==> src/hdl/sslv2_pkg.sv <==
package sslv2_pkg;

  // Client random is always this long; the challenge is right-aligned in it.
  localparam int unsigned RandomBytes = 32;
  localparam int unsigned RandIdxW    = $clog2(RandomBytes);
  localparam int unsigned ChallMin    = 16;
  localparam int unsigned ChallMax    = RandomBytes;
  localparam int unsigned PadW        = RandIdxW + 1;

  // Final status codes.
  localparam logic [1:0] StOk      = 2'd0;
  localparam logic [1:0] StBadType = 2'd1;
  localparam logic [1:0] StBadData = 2'd2;
  localparam logic [1:0] StShort   = 2'd3;

  // Result kinds.
  localparam logic [1:0] KindSpec = 2'd0;
  localparam logic [1:0] KindRand = 2'd1;
  localparam logic [1:0] KindStat = 2'd2;

  // Work handed from the parser to the result sequencer for one input item.
  typedef struct packed {
    logic                has_spec;
    logic [23:0]         spec;
    logic                has_final;
    logic [1:0]          status;
    logic [15:0]         version;
    logic [PadW-1:0]     pad;
  } ev_t;

  // Residue modulo 3 of a 4-bit value.
  function automatic logic [1:0] mod3_nib(logic [3:0] v);
    logic [1:0] r;
    case (v)
      4'd0, 4'd3, 4'd6, 4'd9, 4'd12, 4'd15: r = 2'd0;
      4'd1, 4'd4, 4'd7, 4'd10, 4'd13:       r = 2'd1;
      default:                             r = 2'd2;
    endcase
    return r;
  endfunction

  // Residue modulo 3 of a byte: 4 is 1 mod 3, so the base-4 digits just add.
  function automatic logic [1:0] mod3_byte(logic [7:0] v);
    logic [3:0] s;
    s = {2'b00, v[1:0]} + {2'b00, v[3:2]} + {2'b00, v[5:4]} + {2'b00, v[7:6]};
    return mod3_nib(s);
  endfunction

endpackage

==> src/hdl/sslv2_if.sv <==
// Byte stream into the parser.
interface sslv2_in_if;
  logic       valid;
  logic       ready;
  logic [7:0] data_byte;
  logic       last_byte;

  modport source (output valid, data_byte, last_byte, input ready);
  modport sink (input valid, data_byte, last_byte, output ready);
endinterface

// Result items out of the parser.
interface sslv2_out_if;
  logic        valid;
  logic        ready;
  logic [1:0]  kind;
  logic [23:0] cipher_spec;
  logic [7:0]  random_byte;
  logic [4:0]  random_index;
  logic [1:0]  status;
  logic [15:0] client_version;
  logic        last_result;

  modport source (output valid, kind, cipher_spec, random_byte, random_index, status,
                  client_version, last_result, input ready);
  modport sink (input valid, kind, cipher_spec, random_byte, random_index, status,
                client_version, last_result, output ready);
endinterface

==> src/hdl/sslv2_ram.sv <==
module sslv2_ram #(
  parameter int unsigned Width = 8,
  parameter int unsigned Depth = 32
) (
  input  logic                     clk_i,
  input  logic                     we_i,
  input  logic [$clog2(Depth)-1:0] waddr_i,
  input  logic [Width-1:0]         wdata_i,
  input  logic                     re_i,
  input  logic [$clog2(Depth)-1:0] raddr_i,
  output logic [Width-1:0]         rdata_o
);

  logic [Width-1:0] mem_q [Depth];
  logic [Width-1:0] rdata_q;

  // One write port and one registered read port.
  always_ff @(posedge clk_i) begin
    if (we_i) begin
      mem_q[waddr_i] <= wdata_i;
    end
    if (re_i) begin
      rdata_q <= mem_q[raddr_i];
    end
  end

  assign rdata_o = rdata_q;

endmodule

==> src/hdl/sslv2_parse.sv <==
module sslv2_parse (
  input  logic                                clk_i,
  input  logic                                rst_ni,
  input  logic                                accept_i,
  input  logic [7:0]                          data_byte_i,
  input  logic                                last_byte_i,
  output logic                                ev_valid_o,
  output sslv2_pkg::ev_t                      ev_o,
  output logic                                we_o,
  output logic [sslv2_pkg::RandIdxW-1:0]      waddr_o,
  output logic [7:0]                          wdata_o
);
  import sslv2_pkg::*;

  localparam logic [3:0] PhLenHi = 4'd0;
  localparam logic [3:0] PhLenLo = 4'd1;
  localparam logic [3:0] PhType  = 4'd2;
  localparam logic [3:0] PhVerHi = 4'd3;
  localparam logic [3:0] PhVerLo = 4'd4;
  localparam logic [3:0] PhCsHi  = 4'd5;
  localparam logic [3:0] PhCsLo  = 4'd6;
  localparam logic [3:0] PhSidHi = 4'd7;
  localparam logic [3:0] PhSidLo = 4'd8;
  localparam logic [3:0] PhChHi  = 4'd9;
  localparam logic [3:0] PhChLo  = 4'd10;
  localparam logic [3:0] PhSpecs = 4'd11;
  localparam logic [3:0] PhChall = 4'd12;
  localparam logic [3:0] PhDone  = 4'd13;
  localparam logic [3:0] PhError = 4'd14;

  logic [3:0]  phase_q, phase_d;
  logic [15:0] bcnt_q, bcnt_d;
  logic [14:0] rec_q, rec_d;
  logic [15:0] ver_q, ver_d;
  logic [15:0] srem_q, srem_d;
  logic [15:0] sid_q, sid_d;
  logic [15:0] chl_q, chl_d;
  logic [5:0]  ccnt_q, ccnt_d;
  logic [23:0] acc_q, acc_d;
  logic [1:0]  err_q, err_d;
  logic [1:0]  hi3_q, hi3_d;
  logic [1:0]  cs3_q, cs3_d;
  logic [1:0]  spos_q, spos_d;
  logic        spec_fire;
  logic        specs_end;
  logic [1:0]  fin_status;

  // Next parse state for the byte on the input.
  always_comb begin
    phase_d   = phase_q;
    rec_d     = rec_q;
    ver_d     = ver_q;
    srem_d    = srem_q;
    sid_d     = sid_q;
    chl_d     = chl_q;
    ccnt_d    = ccnt_q;
    acc_d     = acc_q;
    err_d     = err_q;
    hi3_d     = hi3_q;
    cs3_d     = cs3_q;
    spos_d    = spos_q;
    spec_fire = 1'b0;
    specs_end = 1'b0;
    we_o      = 1'b0;
    bcnt_d    = (bcnt_q != '1) ? bcnt_q + 16'd1 : bcnt_q;

    case (phase_q)
      PhLenHi: begin
        rec_d   = {data_byte_i[6:0], 8'h00};
        phase_d = PhLenLo;
      end
      PhLenLo: begin
        rec_d   = {rec_q[14:8], data_byte_i};
        phase_d = PhType;
      end
      PhType: begin
        if (data_byte_i != 8'd1) begin
          err_d   = StBadType;
          phase_d = PhError;
        end else begin
          phase_d = PhVerHi;
        end
      end
      PhVerHi: begin
        ver_d   = {data_byte_i, 8'h00};
        phase_d = PhVerLo;
      end
      PhVerLo: begin
        ver_d = {ver_q[15:8], data_byte_i};
        if (ver_d <= 16'd2) begin
          err_d   = StBadData;
          phase_d = PhError;
        end else begin
          phase_d = PhCsHi;
        end
      end
      PhCsHi: begin
        srem_d  = {data_byte_i, 8'h00};
        hi3_d   = mod3_byte(data_byte_i);
        phase_d = PhCsLo;
      end
      PhCsLo: begin
        // 256 is 1 mod 3, so the residue of the length is that of the byte sum.
        srem_d  = {srem_q[15:8], data_byte_i};
        cs3_d   = mod3_nib({2'b00, hi3_q} + {2'b00, mod3_byte(data_byte_i)});
        phase_d = PhSidHi;
      end
      PhSidHi: begin
        sid_d   = {data_byte_i, 8'h00};
        phase_d = PhSidLo;
      end
      PhSidLo: begin
        sid_d   = {sid_q[15:8], data_byte_i};
        phase_d = PhChHi;
      end
      PhChHi: begin
        chl_d   = {data_byte_i, 8'h00};
        phase_d = PhChLo;
      end
      PhChLo: begin
        chl_d = {chl_q[15:8], data_byte_i};
        if (cs3_q != 2'd0) begin
          err_d   = StBadData;
          phase_d = PhError;
        end else if (srem_q == 16'd0) begin
          specs_end = 1'b1;
        end else begin
          spos_d  = 2'd0;
          phase_d = PhSpecs;
        end
      end
      PhSpecs: begin
        // Every third byte closes a cipher spec.
        acc_d  = {acc_q[15:0], data_byte_i};
        srem_d = srem_q - 16'd1;
        if (spos_q == 2'd2) begin
          spos_d    = 2'd0;
          spec_fire = 1'b1;
          specs_end = (srem_d == 16'd0);
        end else begin
          spos_d = spos_q + 2'd1;
        end
      end
      PhChall: begin
        we_o   = 1'b1;
        ccnt_d = ccnt_q + 6'd1;
        if ({10'd0, ccnt_d} >= chl_q) begin
          phase_d = PhDone;
        end
      end
      default: begin
      end
    endcase

    // Session id and challenge checks once all cipher specs are in.
    if (specs_end) begin
      if (sid_q != 16'd0 || chl_d < 16'(ChallMin) || chl_d > 16'(ChallMax)) begin
        err_d   = StBadData;
        phase_d = PhError;
      end else begin
        ccnt_d  = 6'd0;
        phase_d = PhChall;
      end
    end
  end

  // Status of the segment, in priority order.
  always_comb begin
    if (bcnt_d < 16'd4 || (bcnt_d - 16'd2) != {1'b0, rec_d}) begin
      fin_status = StBadType;
    end else if (err_d != StOk) begin
      fin_status = err_d;
    end else if (phase_d != PhDone) begin
      fin_status = StShort;
    end else begin
      fin_status = StOk;
    end
  end

  assign waddr_o = ccnt_q[RandIdxW-1:0];
  assign wdata_o = data_byte_i;

  assign ev_valid_o      = spec_fire | last_byte_i;
  assign ev_o.has_spec   = spec_fire;
  assign ev_o.spec       = acc_d;
  assign ev_o.has_final  = last_byte_i;
  assign ev_o.status     = fin_status;
  assign ev_o.version    = ver_d;
  assign ev_o.pad        = PadW'(RandomBytes) - chl_d[PadW-1:0];

  // Parse state; the last byte of a segment starts the next one clean.
  always_ff @(posedge clk_i or negedge rst_ni) begin
    if (!rst_ni) begin
      phase_q <= PhLenHi;
      bcnt_q  <= '0;
      rec_q   <= '0;
      ver_q   <= '0;
      srem_q  <= '0;
      sid_q   <= '0;
      chl_q   <= '0;
      ccnt_q  <= '0;
      acc_q   <= '0;
      err_q   <= StOk;
      hi3_q   <= '0;
      cs3_q   <= '0;
      spos_q  <= '0;
    end else if (accept_i) begin
      if (last_byte_i) begin
        phase_q <= PhLenHi;
        bcnt_q  <= '0;
        rec_q   <= '0;
        ver_q   <= '0;
        srem_q  <= '0;
        sid_q   <= '0;
        chl_q   <= '0;
        ccnt_q  <= '0;
        acc_q   <= '0;
        err_q   <= StOk;
        hi3_q   <= '0;
        cs3_q   <= '0;
        spos_q  <= '0;
      end else begin
        phase_q <= phase_d;
        bcnt_q  <= bcnt_d;
        rec_q   <= rec_d;
        ver_q   <= ver_d;
        srem_q  <= srem_d;
        sid_q   <= sid_d;
        chl_q   <= chl_d;
        ccnt_q  <= ccnt_d;
        acc_q   <= acc_d;
        err_q   <= err_d;
        hi3_q   <= hi3_d;
        cs3_q   <= cs3_d;
        spos_q  <= spos_d;
      end
    end
  end

endmodule

==> src/hdl/sslv2_client_hello_parser.sv <==
// Parses an SSLv2-compatible client hello one byte per cycle. Each complete
// cipher spec comes out as a result; the byte marked last yields a status
// (and version), preceded on success by the 32 client-random bytes with the
// challenge right-aligned. The header fields live in registers, the challenge
// in a 32-entry RAM with a registered read. Input takes one byte per cycle
// while results drain and no earlier byte still has results to give; a byte
// that makes more than one result (a spec plus a status) holds input until
// its last result is loaded, as does a successful hello, whose status follows
// its random bytes, those in the challenge read from the RAM port. An output
// register separates the result side from the parser, so input keeps flowing
// while a finished result waits to be taken, until a new result must be held.
module sslv2_client_hello_parser (
  input  logic        clk_i,
  input  logic        rst_ni,
  sslv2_in_if.sink    in_i,
  sslv2_out_if.source out_o
);
  import sslv2_pkg::*;

  localparam logic [1:0] EmSpec = 2'd0;
  localparam logic [1:0] EmRand = 2'd1;
  localparam logic [1:0] EmStat = 2'd2;

  logic                in_acc;
  logic                pev_valid;
  ev_t                 pev;
  logic                ram_we;
  logic [RandIdxW-1:0] ram_waddr;
  logic [7:0]          ram_wdata;
  logic                ram_re;
  logic [RandIdxW-1:0] ram_raddr;
  logic [7:0]          ram_rdata;

  logic                ev_valid_q;
  ev_t                 ev_q;
  logic [1:0]          em_q;
  logic [RandIdxW-1:0] idx_q;

  logic                out_valid_q;
  logic [1:0]          kind_q;
  logic [23:0]         spec_q;
  logic [7:0]          byte_q;
  logic                fresh_q;
  logic [RandIdxW-1:0] ridx_q;
  logic [1:0]          status_q;
  logic [15:0]         ver_q;
  logic                last_q;

  logic                out_load;
  logic                iss_last;
  logic [1:0]          iss_kind;
  logic [1:0]          em_nxt;
  logic                iss_rd;
  logic                ev_done;
  logic [1:0]          em_init;

  sslv2_parse u_parse (
    .clk_i       (clk_i),
    .rst_ni      (rst_ni),
    .accept_i    (in_acc),
    .data_byte_i (in_i.data_byte),
    .last_byte_i (in_i.last_byte),
    .ev_valid_o  (pev_valid),
    .ev_o        (pev),
    .we_o        (ram_we),
    .waddr_o     (ram_waddr),
    .wdata_o     (ram_wdata)
  );

  sslv2_ram #(
    .Width (8),
    .Depth (RandomBytes)
  ) u_chall_ram (
    .clk_i   (clk_i),
    .we_i    (ram_we & in_acc),
    .waddr_i (ram_waddr),
    .wdata_i (ram_wdata),
    .re_i    (ram_re),
    .raddr_i (ram_raddr),
    .rdata_o (ram_rdata)
  );

  // Which result the held item produces next.
  always_comb begin
    iss_kind = KindStat;
    iss_last = 1'b1;
    iss_rd   = 1'b0;
    em_nxt   = EmStat;
    case (em_q)
      EmSpec: begin
        iss_kind = KindSpec;
        iss_last = !ev_q.has_final;
        em_nxt   = (ev_q.status == StOk) ? EmRand : EmStat;
      end
      EmRand: begin
        iss_kind = KindRand;
        iss_last = 1'b0;
        iss_rd   = ({1'b0, idx_q} >= ev_q.pad);
        em_nxt   = (idx_q == RandIdxW'(RandomBytes - 1)) ? EmStat : EmRand;
      end
      EmStat: begin
        iss_kind = KindStat;
        iss_last = 1'b1;
      end
      default: begin
      end
    endcase
  end

  assign out_load  = ev_valid_q && (!out_valid_q || out_o.ready);
  assign ev_done   = out_load && iss_last;
  assign in_i.ready = !ev_valid_q || ev_done;
  assign in_acc    = in_i.valid && in_i.ready;
  assign ram_re    = out_load && (em_q == EmRand) && iss_rd;
  assign ram_raddr = idx_q - ev_q.pad[RandIdxW-1:0];
  assign em_init   = pev.has_spec ? EmSpec : ((pev.status == StOk) ? EmRand : EmStat);

  // Held item and its position in the result sequence.
  always_ff @(posedge clk_i or negedge rst_ni) begin
    if (!rst_ni) begin
      ev_valid_q <= 1'b0;
      em_q       <= EmSpec;
      idx_q      <= '0;
    end else begin
      if (in_acc && pev_valid) begin
        ev_valid_q <= 1'b1;
        em_q       <= em_init;
        idx_q      <= '0;
      end else if (ev_done) begin
        ev_valid_q <= 1'b0;
      end else if (out_load) begin
        em_q  <= em_nxt;
        idx_q <= (em_q == EmRand) ? idx_q + RandIdxW'(1) : '0;
      end
    end
  end

  always_ff @(posedge clk_i) begin
    if (in_acc && pev_valid) begin
      ev_q <= pev;
    end
  end

  // Output register; a random byte read this cycle is captured if it stalls.
  always_ff @(posedge clk_i or negedge rst_ni) begin
    if (!rst_ni) begin
      out_valid_q <= 1'b0;
      fresh_q     <= 1'b0;
    end else begin
      if (out_load) begin
        out_valid_q <= 1'b1;
        fresh_q     <= ram_re;
      end else begin
        if (out_o.ready) begin
          out_valid_q <= 1'b0;
        end
        fresh_q <= 1'b0;
      end
    end
  end

  always_ff @(posedge clk_i) begin
    if (out_load) begin
      kind_q   <= iss_kind;
      spec_q   <= (iss_kind == KindSpec) ? ev_q.spec : 24'd0;
      byte_q   <= 8'd0;
      ridx_q   <= (iss_kind == KindRand) ? idx_q : '0;
      status_q <= (iss_kind == KindStat) ? ev_q.status : StOk;
      ver_q    <= (iss_kind == KindStat) ? ev_q.version : 16'd0;
      last_q   <= iss_last;
    end else if (fresh_q) begin
      byte_q <= ram_rdata;
    end
  end

  assign out_o.valid          = out_valid_q;
  assign out_o.kind           = kind_q;
  assign out_o.cipher_spec    = spec_q;
  assign out_o.random_byte    = fresh_q ? ram_rdata : byte_q;
  assign out_o.random_index   = ridx_q;
  assign out_o.status         = status_q;
  assign out_o.client_version = ver_q;
  assign out_o.last_result    = last_q;

endmodule
==> src/flat_wrapper.sv <==
// flat-port wrapper written by rule: the top's interface ports become plain ports
module sslv2_client_hello_parser_flat import sslv2_pkg::*;
  (clk_i, rst_ni, in_i_valid, in_i_data_byte, in_i_last_byte, in_i_ready, out_o_valid, out_o_kind, out_o_cipher_spec, out_o_random_byte, out_o_random_index, out_o_status, out_o_client_version, out_o_last_result, out_o_ready);
  sslv2_in_if in_i_i ();
  sslv2_out_if out_o_i ();
  input  logic clk_i;
  input  logic rst_ni;
  input wire logic [$bits(in_i_i.valid)-1:0] in_i_valid;
  input wire logic [$bits(in_i_i.data_byte)-1:0] in_i_data_byte;
  input wire logic [$bits(in_i_i.last_byte)-1:0] in_i_last_byte;
  output wire logic [$bits(in_i_i.ready)-1:0] in_i_ready;
  output wire logic [$bits(out_o_i.valid)-1:0] out_o_valid;
  output wire logic [$bits(out_o_i.kind)-1:0] out_o_kind;
  output wire logic [$bits(out_o_i.cipher_spec)-1:0] out_o_cipher_spec;
  output wire logic [$bits(out_o_i.random_byte)-1:0] out_o_random_byte;
  output wire logic [$bits(out_o_i.random_index)-1:0] out_o_random_index;
  output wire logic [$bits(out_o_i.status)-1:0] out_o_status;
  output wire logic [$bits(out_o_i.client_version)-1:0] out_o_client_version;
  output wire logic [$bits(out_o_i.last_result)-1:0] out_o_last_result;
  input wire logic [$bits(out_o_i.ready)-1:0] out_o_ready;
  assign in_i_i.valid = in_i_valid;
  assign in_i_i.data_byte = in_i_data_byte;
  assign in_i_i.last_byte = in_i_last_byte;
  assign in_i_ready = in_i_i.ready;
  assign out_o_valid = out_o_i.valid;
  assign out_o_kind = out_o_i.kind;
  assign out_o_cipher_spec = out_o_i.cipher_spec;
  assign out_o_random_byte = out_o_i.random_byte;
  assign out_o_random_index = out_o_i.random_index;
  assign out_o_status = out_o_i.status;
  assign out_o_client_version = out_o_i.client_version;
  assign out_o_last_result = out_o_i.last_result;
  assign out_o_i.ready = out_o_ready;
  sslv2_client_hello_parser u_core (.clk_i(clk_i), .rst_ni(rst_ni), .in_i(in_i_i), .out_o(out_o_i));
endmodule
==> config.mk <==
export PLATFORM = sky130hd
export DESIGN_NAME = sslv2_client_hello_parser_flat
export DESIGN_NICKNAME = d
export VERILOG_FILES = /design/src/hdl/sslv2_pkg.sv /design/src/hdl/sslv2_if.sv /design/src/hdl/sslv2_ram.sv /design/src/hdl/sslv2_parse.sv /design/src/hdl/sslv2_client_hello_parser.sv /design/src/flat_wrapper.sv
export SDC_FILE = /design/constraint.sdc
export NUM_CORES = 1
export LEC_CHECK = 0
export ABC_AREA = 1
export BUFFER_PORTS_ARGS = -buffer_cell sky130_fd_sc_hd__buf_4
export CAP_MARGIN = 20
export CORE_MARGIN = 10
export CORE_UTILIZATION = 50
export CTS_CLUSTER_DIAMETER = 40
export DETAILED_ROUTE_END_ITERATION = 7
export HOLD_SLACK_MARGIN = 0.05
export PLACE_DENSITY = 0.66
export SYNTH_ARGS = -nofsm -noshare
export SYNTH_HDL_FRONTEND = slang
export SYNTH_HIERARCHICAL = 1
export SYNTH_SLANG_ARGS = --single-unit
==> constraint.sdc <==
create_clock -name clk_i -period 7.75 [get_ports clk_i]
set_input_delay 0.3875 -clock clk_i [delete_from_list [all_inputs] [get_ports clk_i]]
set_output_delay 0.3875 -clock clk_i [all_outputs]
set_load 0.1 [all_outputs]
# Word level (Yosys, flattened, before mapping)
# Memories as Yosys holds them, arrays and structs flattened. A register that Yosys moved wholly into a read port is not among the register bits.
# Cells that the tools add are included.
[totals]
regBits = 254
ramBits = 256
romBits = 96
input_bits = 13
out_inout_bits = 60
elab_cells = 201
memories = 4
[classes]
add_sub_neg = 12
order_cmp = 6
n_eq_ne = 26
n_mux = 77
bitwise_logic = 2
reduce_logical = 42
[mem_list]
columns = ["name", "depth", "width", "rd", "rd_ports_with_merged_regs", "write_ports", "line_no", "rtl"]
rows = [
  ["u_core.u_chall_ram.mem_q", 32, 8, 1, 1, 1, "sslv2_ram.sv:14", "logic [Width-1:0] mem_q [Depth];"],
  ["(no name shown)", 16, 2, 1, 0, 0, "sslv2_pkg.sv:34", "case (v)"],
  ["(no name shown)", 16, 2, 1, 0, 0, "sslv2_pkg.sv:34", ""],
  ["(no name shown)", 16, 2, 1, 0, 0, "sslv2_pkg.sv:34", ""],
]
[op_table]
columns = ["cell", "n"]
rows = [
  ["two-way mux 16 bit", 6],
  ["one-hot mux 16 bit (2 select lines)", 3],
  ["two-way mux 2 bit", 26],
  ["two-way mux 24 bit", 2],
  ["one-hot mux 16 bit (3 select lines)", 1],
  ["one-hot mux 4 bit (12 select lines)", 1],
  ["zero test 16 bit", 2],
  ["one-hot mux 15 bit (2 select lines)", 1],
  ["two-way mux 4 bit", 7],
  ["two-way mux 6 bit", 4],
  ["equality test 4 bit (second input constant)", 5],
  ["two-way mux 5 bit", 4],
  ["adder 16 x 1 -> 16 bit (second input constant)", 1],
  ["equality test 4 x 3 -> 1 bit (second input constant)", 4],
  [">= comparator 6 x 16 -> 1 bit", 1],
  ["greater-than comparator 16 x 6 -> 1 bit (second input constant)", 1],
  ["less-or-equal comparator 16 x 2 -> 1 bit (second input constant)", 1],
  ["< comparator 16 x 3 -> 1 bit (second input constant)", 1],
  ["< comparator 16 x 5 -> 1 bit (second input constant)", 1],
  ["inequality test 16 x 15 -> 1 bit", 1],
  ["inequality test 16 bit (second input constant)", 1],
  ["nonzero test 16 bit", 1],
  ["nonzero test 2 bit", 8],
  ["subtractor 16 x 1 -> 16 bit (second input constant)", 1],
  ["37 further kinds", 81],
]

# Depth between registers and ports, before layout
# Gate-level depths: netlist of run 1.
[logic_depth]
ltp_word = 15
mapped_depth = 25
mapped_depth_nobuf = 25

# By module
# The synthesis of run 1 kept the hierarchy.
[by_module_without_submodules]
columns = ["module", "n_inst", "cells_each", "area_each_um2", "seq_area_each_um2"]
rows = [
  ["sslv2_ram", 1, 922, 10866.7, 7927.6],
  ["sslv2_parse", 1, 1360, 9344.0, 3428.3],
  ["sslv2_client_hello_parser", 1, 350, 4449.3, 3383.2],
]

# Least setup slack after synthesis of run 1
# No wires, ideal clock.
[synth_path]
path_type = "input to register"
start = "input in_i_data_byte[1]"
end = "register u_core.u_parse.cs3_q[0]"
setup_ns = 0.134
arrival_time_ns = 3.667
required_time_ns = 7.616
setup_slack_ns = 3.949
path_stages = 15
path_buffers = 0
path_cell_list = "fa_1 > fa_1 > ha_1 > fa_1 > o21ai_0 > nor2_1 > a21oi_1 > ha_1 > inv_1 > fa_1 > ha_1 > nor2_1 > nor2_1 > o21ai_0 > a21oi_1"
[synth_between]
elab_chain_cells = 9
[synth_rtl]
columns = ["item", "line_no", "rtl"]
rows = [
  ["from (decl)", "flat_wrapper.sv:9", "input wire logic [$bits(in_i_i.data_byte)-1:0] in_i_data_byte;"],
  ["adder 2 x 2 -> 3 bit", "sslv2_pkg.sv:45", "s = {2'b00, v[1:0]} + {2'b00, v[3:2]} + {2'b00, v[5:4]} + {2'b00, v[7:6]};"],
  ["adder 3 x 2 -> 4 bit", "sslv2_pkg.sv:45", ""],
  ["adder 4 x 2 -> 4 bit", "sslv2_pkg.sv:45", ""],
  ["memory (16 x 2 bit)", "--", ""],
  ["two-way mux 2 bit", "sslv2_parse.sv:67", "case (phase_q)"],
  ["adder 2 x 2 -> 3 bit", "sslv2_parse.sv:105", "cs3_d = mod3_nib({2'b00, hi3_q} + {2'b00, mod3_byte(data_byte_i)});"],
  ["memory (16 x 2 bit)", "--", ""],
  ["two-way mux 2 bit", "sslv2_parse.sv:67", ""],
  ["two-way mux 2 bit", "sslv2_parse.sv:208", "if (last_byte_i) begin"],
  ["to (signal assigned)", "sslv2_parse.sv:234", "cs3_q <= cs3_d;"],
  ["to (decl)", "sslv2_parse.sv:42", "logic [1:0] cs3_q, cs3_d;"],
]
# No other way between the ends. The select of a mux whose other input is x is not followed.
# A chain may end at the register's enable or synchronous reset.

# Worst setup path after layout of run 1
[layout_path]
start = "register u_core.idx_q[0]"
end = "register u_core.u_chall_ram.rdata_q[1], in the netlist u_core/u_chall_ram/rdata_o[1], read port of u_core.u_chall_ram.mem_q, data pin"
[layout_between]
elab_cells_between_ends = 4
cone_classes = "add/sub (1); order compare (1); mux (1); reduce/logical (1)"
[layout_rtl]
columns = ["item", "line_no", "rtl"]
rows = [
  ["from (decl)", "sslv2_client_hello_parser.sv:37", "logic [RandIdxW-1:0] idx_q;"],
  ["from (signal assigned)", "sslv2_client_hello_parser.sv:133", "idx_q <= (em_q == EmRand) ? idx_q + RandIdxW'(1) : '0;"],
  ["subtractor 5 bit", "sslv2_client_hello_parser.sv:115", "assign ram_raddr = idx_q - ev_q.pad[RandIdxW-1:0];"],
  ["named net u_core.ram_raddr[0]", "sslv2_client_hello_parser.sv:31", "logic [RandIdxW-1:0] ram_raddr;"],
  ["to (decl)", "sslv2_ram.sv:15", "logic [Width-1:0] rdata_q;"],
]
# The timed path passes the listed nets, and every way through them passes these cells.

==> impl_results.md, run 1 <==
- # nets final: 2730
- CTS Root Cell: clkbuf_16
- Finished Core Util: 57.23%
- Post-synth net total: 2677
- Number of enable flip-flop cells after synthesis: 363
- Clock sinks: 518
- CP endpoint kind: flop
- Critical Path Source Type: flop
- Crit-path cells: inv_1, ha_1, clkinv_2, clkinv_2, buf_4, nand2_1, nand3_1, nand3_1, nand2_1, nand2_1, nand2_1, nand2_1, nand2_1
- Synthesized area: 0.02466 mm^2
- Outcome: finished, final reports clean
- Slew @ Worst Pin: 991.2 ps
- Worst min path class: primary input to flop
- Hold Buf Count CTS: 1
- CTS Buf Count: 74
- First-pass GRT wire length: 99170 um
- Maximum VDD drop: 0.1919 mV
- Routed wire length: 62030 um
- Skew-Pair Late Insertion Delay: 600 ps
- Fin. max-slew vios: 0
- Clk_skew: 16.13 ps
- Max-Cap Viols: 0
- Seq/Total Area, Yosys: 59.77%
- List of most frequent post-synthesis cells: 707 x nand2_1, 363 x edfxtp_1, 327 x inv_1, 308 x nand3_1, 216 x nor2_1
- Initial Util: 50.48%
- Count leader, synth: nand2_1
- Tmin final: 4226 ps
- Area after DPL: 0.02543 mm^2
- Drt via density: 5.444
- Yosys reg bits: 518
- Final worst-path cycle share: 54.53%
- Clock power frac: 32.9%
- Top FF cell, synth: edfxtp_1
- CP Class: flop to flop
- CTS tree: built
- DIE AREA: 0.05860 mm^2
- Leak: 12.24 nW
- Pwr dens: 366.6 mW/mm^2
- RSZ-0062 raised after global routing: false
- TNS Setup: 0 ps
- Drt wl/cell: 18.19 um
- DIE HEIGHT: 242.1 um
- Port buffer count: 72
- Share of cells above drive strength 1: 10.05%
- P_int: 0.006213 W
- Final HPWL DP: 39460 um
- Async set or reset register ratio after synthesis: 28.38%
- Post-Syn Instances: 2632
- CP max stage delay: 860 ps
- Most used cell, CP: nand2_1
- Vias in the first global route: 17970
- Fin area: 0.02796 mm^2
- Placer Congestion: 0.8945
- Core area: 0.04885 mm^2
- DR vias: 18570
- Comb power frac: 33.7%
- Area leader, netlist: edfxtp_1
- NetSw: 0.004038 W
- WP data arrival: 4670 ps
- Worst-path maximum fanout: 75
- Worst EP required: 8190 ps
- Reg power frac: 33.4%
- TritonRoute pass-1 iters: 6
- Site Rows: 81
- Tot GR Track Use: 20.89%
- Largest net degree at the start of global routing: 82
- Post-CTS setup buffers: 0
- Ant diodes: 0
- Post-synthesis cell type count: 48
- Area contributors post-synth: edfxtp_1 44%, dfrtp_1 15%, nand2_1 11%, nand3_1 6.3%, inv_1 5.0%
- Maximum clock frequency: 236.6 MHz
- Rel. slew slack: 33.68%
- Worst-case clock buffer depth: 3
- Initial antenna violation count: 1
- Antenna viol nets, final: 0
- Post-cts sizing count: 0
- CTS H-tree lvls: 3
- DRC violations left: 0
- Area growth, synth to finish: 13.37%
- Die Wd: 242.1 um
- Net Sw Frac: 39.39%
- First DRT Iteration DRCs: 1763
- IO Pins: 73
- Slowest CP cell: clkinv_2
- Post-synth top area share: 44.20%
- Ys Warns: 6
- Mean post-synth cell area: 9.369 um^2
- Grt ovf: 0
- Clock transition at the registers of the reported paths: 60 ps
- Final Hold Fails: 0
- Final setup fails: 0
## routing by layer
metal	global-route usage, %	up-vias	part of all wire [%]
met4	5.844	2	1.5
met2	31.74	727	45
li1	-	8879	-
met3	4.078	88	8.4
met1	30.01	8869	45
met5	0	-	0.021
## power by group through the flow
stage	clock (W)	combinational [W]	sequential, W
2_1_floorplan	0	0.00212	0.00400
3_3_place_gp	0	0.00335	0.00347
3_5_place_dp	0	0.00341	0.00347
4_1_cts	0.00343	0.00343	0.00342
5_1_grt	0.00355	0.00381	0.00345
6_report	0.00337	0.00346	0.00342
## final cells by class
class,count,area [um^2]
Timing Repair Buffer,88,679.4
Inverter,343,1290
Sequential cell,518,14740
Multi-Input combinational cell,1660,7905
Fill cell,4246,20890
Clock inverter,54,565.5
Clock buffer,83,1948
Tap cell,664,830.8
## cell usage in the layout (no fill, tap or decap), types with 15 or more instances in the layout
cell / instances
a21oi_1: 43
nand4_1: 23
nand3_1: 308
dfrtp_1: 147
inv_6: 16
o22ai_1: 88
buf_4: 85
nor2_1: 215
clkbuf_16: 76
ha_1: 26
o21ai_0: 135
inv_1: 323
inv_2: 15
edfxtp_1: 363
nand2_1: 707
## worst max-delay path: cells and delay by family (launching register included)
| family | cells | cell delay [ps] |
|---|---|---|
| flops | 1 | 390 |
| fa+ha+maj | 1 | 330 |
| buf+inv | 4 | 2370 |
| simple gates | 8 | 880 |
## flip-flops by register name (all words and copies together) (netlist names), 4 cells and up
signal	flops
u_core/u_parse/rec_q	15
u_core/u_parse/srem_q	16
u_core/u_parse/chl_q	16
u_core/u_parse/ver_q	16
u_core/out_o.random_index	5
u_core/u_chall_ram/rdata_o	8
u_core/u_parse/ccnt_q	6
u_core/u_parse/phase_q	4
u_core/u_parse/bcnt_q	16
u_core/u_parse/acc_q	24
u_core/u_chall_ram/mem_q	256
u_core/ev_q	49
u_core/u_parse/sid_q	16
u_core/out_o.client_version	16
u_core/byte_q	8
u_core/idx_q	5
u_core/out_o.cipher_spec	24
## kinds of logic after synthesis
logic type,count (synthesis),share of synthesized area [%]
compound gates,295,6.763
fa+ha+maj,32,1.806
xor+xnor,17,0.6038
buf+inv,454,8.215
simple gates,1315,22.80
flops,518,59.77
mux,1,0.04566
## metrics by stage
stage               std cells  power [W]  hold WS (ps)  setup WS (ps)
finish                   3410    0.01025         85.21           3524
global route             3410    0.01081         92.67           3221
CTS                      3410    0.01028         61.50           3640
detailed placement       3272   0.006884         475.4           3315
global placement         3271   0.006817         462.8           3348
floorplan                2632   0.006125         91.91           3949
## worst paths after layout
| kind | slack (ps) | to | start | cells after the start |
|---|---|---|---|---|
| setup / recovery | 3520 | u_core/u_chall_ram/rdata_o[1] | u_core/idx_q[0] | 13 |
| hold / removal | 90 | u_core/out_o.valid | out_o_ready | 4 |
| setup reg to reg | 3520 | u_core/u_chall_ram/rdata_o[1] | u_core/idx_q[0] | 13 |
| hold reg to reg | 490 | u_core/u_parse/rec_q[12] | u_core/u_parse/rec_q[12] | 2 |
| max in group asynchronous | 5860 | u_core/u_parse/chl_q[3] | rst_ni | 3 |
| min in group asynchronous | 420 | u_core/u_parse/acc_q[18] | rst_ni | 2 |
No activity file was read; power rests on OpenSTA's default activity.
==> run 2, diff against run 1 <==
ABC_AREA = 0   (was 1)
clock period = 4 ns   (was 7.75 ns; I/O delays follow)
==> impl_results.md, run 2 <==
- Max-Cap Viols: 0 (unchanged)
- Outcome: finished, final reports clean
- Worst min path class: primary input to flop
- Worst EP required: 4460 ps (-3730 ps)
- Crit-path cells: and4_1, nand4_1, nand2_1, xor2_1, ha_1, nand2_1, a311oi_2, nor2_1, nor3_1, o221ai_1, nor4_2, and4b_1, nor3_1, mux2_4
- TritonRoute pass-1 iters: 5 (-1)
- CTS H-tree lvls: 3 (unchanged)
- CTS tree: built
- DRC violations left: 0 (unchanged)
- Rel. slew slack: 37.38% (+3.7 points)
- Async set or reset register ratio after synthesis: 28.38% (unchanged)
- Multi-input logic area: 0.008046 mm^2 (+1.8%)
- Number of enable flip-flop cells after synthesis: 363 (unchanged)
- Synthesized area: 0.02337 mm^2 (-5.2%)
- Post-Syn Instances: 1687 (-36%)
- Layout filler cell count: 3551 (-16%)
- Biggest registers after layout: u_core/u_chall_ram/mem_q x256, u_core/ev_q x49
- Seq/Total Area, Yosys: 63.06% (+3.3 points)
- Grt ovf: 0 (unchanged)
- Pwr dens: 567.5 mW/mm^2 (+55%)
- CTS Root Cell: clkbuf_16
- WP data arrival: 4170 ps (-500 ps)
- First-pass GRT wire length: 86970 um (-12%)
- # nets final: 1855 (-32%)
- Post-synthesis cell type count: 90 (+88%)
- Tot GR Track Use: 19.51% (-1.4 points)
- Die Wd: 236.2 um (-2.4%)
- Slowest CP cell: dfrtp_1
- Initial Util: 50.42% (-0.062 points)
- Initial antenna violation count: 0 (-1)
- Worst-case clock buffer depth: 3 (unchanged)
- Routed wire length: 55090 um (-11%)
- Fin. max-slew vios: 0 (unchanged)
- Drt wl/cell: 22.28 um (+23%)
- Antenna viol nets, final: 0 (unchanged)
- Synth Area in Simple Gates: 10.99% (-12 points)
- Leak: 10.27 nW (-16%)
- Synth Area in XOR/XNOR: 1.670% (+1.1 points)
- Skew-Pair Late Insertion Delay: 590 ps (about the same)
- Largest net degree at the start of global routing: 95 (+16%)
- Largest family of logic cells by synthesized area: simple AND/OR/NAND/NOR gates
- IO Pins: 73 (unchanged)
- Count leader, synth: edfxtp_1
- Post-synth net total: 1732 (-35%)
- Core area: 0.04636 mm^2 (-5.1%)
- DIE HEIGHT: 236.2 um (-2.4%)
- Commonest non-fill, non-tap cell in the layout: edfxtp_1
- Drt via density: 6.056 (+11%)
- Ant diodes: 0 (unchanged)
- CP delay by family, top: simple AND/OR/NAND/NOR gates
- Mean post-synth cell area: 13.86 um^2 (+48%)
- TNS Setup: 0 ps (unchanged)
- CP Class: flop to flop
- Ys Warns: 6 (unchanged)
- Site Rows: 79 (-2.5%)
- First DRT Iteration DRCs: 1276 (-28%)
- Worst hold slack: 114.4 ps (+29.16 ps)
- Vias in the first global route: 15010 (-16%)
- Final Hold Fails: 0 (unchanged)
- Compound-Gate Fraction of Synth Area: 9.785% (+3.0 points)
- Worst path buffer plus inverter count: 0 (-4)
- Yosys reg bits: 518 (unchanged)
- Worst-path maximum fanout: 6 (-92%)
- Max FFs per register: 256 (unchanged)
- List of most frequent post-synthesis cells: 363 x edfxtp_1, 171 x nand2_1, 147 x dfrtp_1, 80 x mux4_2, 80 x nor2_1
- CTS Buf Count: 69 (-6.8%)
- Final setup fails: 0 (unchanged)
- Worst r2r path cells: 14 (+1)
- Critical Path Source Type: flop
- Port buffer count: 72 (unchanged)
- Placer Congestion: 0.9137 (+2.1%)
- Final worst-path cycle share: 92.53% (+38 points)
- RSZ-0062 raised after global routing: false
- Adder-cell share of the synthesized area: 1.906% (+0.099 points)
- CP max stage delay: 450 ps (-410 ps)
- Final HPWL DP: 34330 um (-13%)
- DIE AREA: 0.05580 mm^2 (-4.8%)
- Clock sinks: 518 (unchanged)
- Maximum VDD drop: 0.4080 mV (+110%)
- Post-synth top area share: 46.64% (+2.4 points)
- Number of cells on the critical path: 14 (+1)
- Post-synthesis mux area share: 9.834% (+9.8 points)
- Share of cells above drive strength 1: 22.57% (+13 points)
- Area growth, synth to finish: 16.42%
- Clock transition at the registers of the reported paths: 50 ps (about the same)
- Most frequent cells in the layout: 363 x edfxtp_1, 171 x nand2_1, 154 x buf_4
- CP endpoint kind: flop
- Tmin final: 3701 ps (-525.0 ps)
- Maximum clock frequency: 270.2 MHz (+14%)
- Area contributors post-synth: edfxtp_1 47%, dfrtp_1 16%, mux4_2 7.7%, a22o_1 2.9%, nand2_1 2.7%
- Reg area: 0.01474 mm^2 (unchanged)
- Hold Path Depth: 2 (-2)
- Clk_skew: 29.71 ps (+13.58 ps)
- Slew @ Worst Pin: 932.6 ps (-58.62 ps)
- Area leader, netlist: edfxtp_1
- Top FF cell, synth: edfxtp_1
- Largest Register: u_core/u_chall_ram/mem_q
- DR vias: 14970 (-19%)
run 2: changes by cell type in the layout (fill, tap and decap cells not counted), sizes merged, moves of 20 or more:
cell   change
nor2b     +27
o22ai     -76
buf       +72
mux2      +25
nand2    -555
xnor2     +27
and2      +51
inv      -315
a22o      +76
nand3    -292
mux2i     +20
nor2     -154
o21ai     -57
mux4      +80
run 2: cell type report:
type	count	share of cell area [%]
Sequential cell	518	54.17
Multi-Input combinational cell	1023	29.57
Clock buffer	82	6.755
Timing Repair Buffer	163	4.676
Tap cell	607	2.791
Clock inverter	44	1.554
Inverter	35	0.4874
run 2: power by group:
group / switching (W) / internal (W)
registers: 0.000161 / 0.00606
clock network: 0.00235 / 0.00360
logic: 0.00198 / 0.00130
total: 0.00448 / 0.0110
run 2: worst paths after layout:
| path | end | from | slack, ps |
|---|---|---|---|
| min | u_core/u_parse/phase_q[3] | in_i_last_byte | 110 |
| max | u_core/em_q[0] | u_core/u_parse/bcnt_q[12] | 300 |
| max in group asynchronous | u_core/u_parse/bcnt_q[2] | rst_ni | 2750 |
| min in group asynchronous | u_core/u_parse/acc_q[20] | rst_ni | 280 |
| max reg2reg | u_core/em_q[0] | u_core/u_parse/bcnt_q[12] | 300 |
| min reg2reg | u_core/u_parse/sid_q[11] | u_core/u_parse/sid_q[11] | 490 |
run 2: layer usage:
metal | share of wire (%) | GRT usage, % | up-vias
met4 | 1.8 | 5.597 | 0
met3 | 6.2 | 3.347 | 71
li1 | - | - | 6710
met1 | 44 | 27.12 | 7630
met5 | 0 | 0 | -
met2 | 48 | 31.08 | 560
run 2: cells by family (layout without fill, tap and decap cells):
kind of cell    count (synthesis)  after routing
fa+ha+maj                      32             32
buf+inv                       146            324
xor+xnor                       43             43
flops                         518            518
simple gates                  502            502
mux                           126            126
compound gates                320            320
run 2: per-stage QoR:
| step | instances | power (W) | instance area [um^2] | utilization, % | worst slack [ps] |
|---|---|---|---|---|---|
| final | 2472 | 0.01544 | 27210 | 58.70 | 298.8 |
| after global routing | 2472 | 0.01607 | 27210 | 58.70 | 16.70 |
| after CTS | 2471 | 0.01554 | 27160 | 58.60 | 67.50 |
| after detailed placement | 2341 | 0.009551 | 24860 | 53.63 | 97.63 |
| after global placement | 2340 | 0.009496 | 24860 | 53.62 | 221.6 |
| after floorplan | 1687 | 0.008633 | 23370 | - | 191.3 |
run 2: what timing repair did:
action                                 CTS  global route
hold buffers                             4             0
setup endpoints to repair                0             4
resized for setup                        0             9
setup buffers                            0             1
endpoints found under the hold margin  115             0
==> run 3, diff against run 2 <==
PLACE_DENSITY = 0.69   (was 0.66)
clock period = 3.3 ns   (was 4 ns; I/O delays follow)
==> impl_results.md, run 3 (synthesis results as in run 2) <==
- Outcome: finished, violations left
- Failing checks: negative setup slack
- Worst min path class: primary input to async pin
- Die Wd: 236.2 um (unchanged)
- Initial Util: 50.42% (unchanged)
- Final Hold Fails: 0 (unchanged)
- Met1 Usage GRT: 27.09% (-0.032 points)
- Final WS setup: -148.9 ps (-447.7 ps)
- Site Rows: 79 (unchanged)
- Slew @ Worst Pin: 864.1 ps (-68.54 ps)
- Skew-Pair Late Insertion Delay: 600 ps (about the same)
- Reg2reg end: u_core/em_q[0]
- Final HPWL DP: 36210 um (+5.5%)
- Global route hottest layer: met2
- CTS tree: built
- DRC violations left: 0 (unchanged)
- Drt via density: 5.911 (-2.4%)
- RSZ-0062 raised after global routing: true
- Initial antenna violation count: 0 (unchanged)
- Met3 global-route usage: 3.068% (-0.28 points)
- CTS Buf Count: 73 (+5.8%)
- WP data arrival: 3930 ps (-240 ps)
- Layout Cells excl Fill: 2591 (+4.8%)
- Worst r2r path cells: 17 (+3)
- Worst-case clock buffer depth: 3 (unchanged)
- DR vias: 15320 (+2.3%)
- Clock sinks: 518 (unchanged)
- Final setup fails: 3 (+3)
- CP Class: flop to flop
- First-pass GRT wire length: 89480 um (+2.9%)
- Clock transition at the registers of the reported paths: 60 ps (about the same)
- Commonest non-fill, non-tap cell in the layout: edfxtp_1
- Biggest registers after layout: u_core/u_chall_ram/mem_q x256, u_core/ev_q x49
- CTS H-tree lvls: 3 (unchanged)
- Share of cells above drive strength 1: 28.38% (+5.8 points)
- Fin area: 0.02858 mm^2 (+5.0%)
- Final worst-path cycle share: 104.5% (+12 points)
- First DRT Iteration DRCs: 1449 (+14%)
- Clk_skew: 27.33 ps (-2.382 ps)
- Placer Congestion: 0.9133 (about the same)
- Tot GR Track Use: 20.09% (+0.58 points)
- Worst-path maximum fanout: 3 (-3)
- Largest Register: u_core/u_chall_ram/mem_q
- Pre-CTS WS: -484.2 ps (-581.8 ps)
- CTS Root Cell: clkbuf_16
- Drt wl/cell: 21.96 um (-1.5%)
- Largest net degree at the start of global routing: 75 (-21%)
- Core area: 0.04636 mm^2 (unchanged)
- Finished Core Util: 61.65% (+3.0 points)
- Worst r2r src: u_core/u_parse/bcnt_q[1]
- Area after DPL: 0.02582 mm^2 (+3.8%)
- Maximum VDD drop: 0.4549 mV (+12%)
- Tmin final: 3449 ps (-252.3 ps)
- R2R setup slack: -150 ps (-450 ps)
- Rel. slew slack: 42.01% (+4.6 points)
- Vias in the first global route: 15740 (+4.9%)
- Max-Cap Viols: 0 (unchanged)
- IO Pins: 73 (unchanged)
- Most frequent cells in the layout: 363 x edfxtp_1, 254 x buf_4, 170 x nand2_1
- DIE HEIGHT: 236.2 um (unchanged)
- TritonRoute pass-1 iters: 8 (+3)
- Ant diodes: 0 (unchanged)
- Pwr dens: 697.4 mW/mm^2 (+23%)
- CP endpoint kind: flop
- Crit. Startpoint: u_core/u_parse/bcnt_q[1]
- GR met2 Demand/Resource: 32.96% (+1.9 points)
- Max FFs per register: 256 (unchanged)
- Port buffer count: 72 (unchanged)
- Worst hold slack: 190.7 ps (+76.35 ps)
- Worst EP required: 3780 ps (-680 ps)
- Fin. max-slew vios: 0 (unchanged)
- Area growth, synth to finish: 22.28%
- Maximum clock frequency: 290.0 MHz (+7.3%)
- Antenna viol nets, final: 0 (unchanged)
- Critical Path Source Type: flop
- # nets final: 1970 (+6.2%)
- DIE AREA: 0.05580 mm^2 (unchanged)
- Routed wire length: 56900 um (+3.3%)
- Grt ovf: 0 (unchanged)
- Leak: 11.01 nW (+7.2%)
- Total placed cells including tap cells: 2446 (+4.5%)
run 3: cell count changes in the layout (fill, tap and decap cells not counted), moves of 3 or more:
| cell | before | now |
|---|---|---|
| ha_2 | 0 | 3 |
| clkbuf_16 | 71 | 76 |
| dfrtp_1 | 147 | 144 |
| ha_1 | 26 | 21 |
| o21ai_1 | 5 | 9 |
| buf_6 | 1 | 5 |
| clkbuf_1 | 9 | 5 |
| buf_12 | 3 | 11 |
| dfrtp_2 | 0 | 3 |
| buf_4 | 154 | 254 |
| clkinv_1 | 5 | 8 |
| o21ai_0 | 75 | 70 |
| bufinv_16 | 4 | 7 |
run 3: how the worst max path moves through the flow:
stage	slack (ps)	to
2_1_floorplan	-150	u_core/u_parse/cs3_q[0]
3_3_place_gp	-360	u_core/u_parse/cs3_q[0]
3_5_place_dp	-480	u_core/u_parse/cs3_q[0]
4_1_cts	-120	u_core/em_q[0]
5_1_grt	-330	u_core/em_q[1]
6_report	-150	u_core/em_q[0]
run 3: critical path, stage by stage (launching register included):
cell and delay, ps:
dfrtp_2 420, ha_4 170, and4_1 200, nand4_1 110
buf_4 150, mux2i_4 250, ha_4 170, buf_4 130
xor2_4 160, xnor2_2 140, nand4_1 100, o21ai_1 110
o2111ai_2 180, nor4_4 320, buf_4 160, and4b_1 230
nor3_1 60, mux2_4 260
run 3: cell type report:
| type | instances | area [um^2] |
|---|---|---|
| clock buffer | 84 | 1962 |
| clock inverter | 50 | 559.3 |
| fill | 3401 | 17780 |
| inverter | 35 | 132.6 |
| multi-input combinational | 1023 | 8202 |
| sequential | 518 | 14740 |
| tap | 607 | 759.5 |
| timing repair buffer | 274 | 2223 |
run 3: metrics by stage:
stage          setup TNS, ps  total power (W)
6_report              -332.4          0.01993
5_1_grt                -1165          0.02074
4_1_cts               -249.4          0.01997
3_5_place_dp           -2108          0.01197
3_3_place_gp           -1267          0.01187
2_1_floorplan         -394.4          0.01051
run 3: power breakdown:
group,internal [W],switching (W),total (W),leakage [nW]
registers,0.00735,0.000200,0.00755,5.38
logic,0.00194,0.00256,0.00450,4.40
clock network,0.00491,0.00298,0.00789,1.22
run 3: per-layer routing:
metal,up-vias,part of all wire [%]
met5,-,0
met4,0,2.0
met3,84,5.7
met2,475,49
met1,7813,43
li1,6943,-
run 3: what timing repair did:
action / CTS / global route
resized for setup: 12 / 23
setup buffers: 7 / 0
endpoints found under the hold margin: 78 / 0
endpoints found under the setup margin: 4 / 6
hold buffers: 4 / 0
pin swaps: 12 / 25
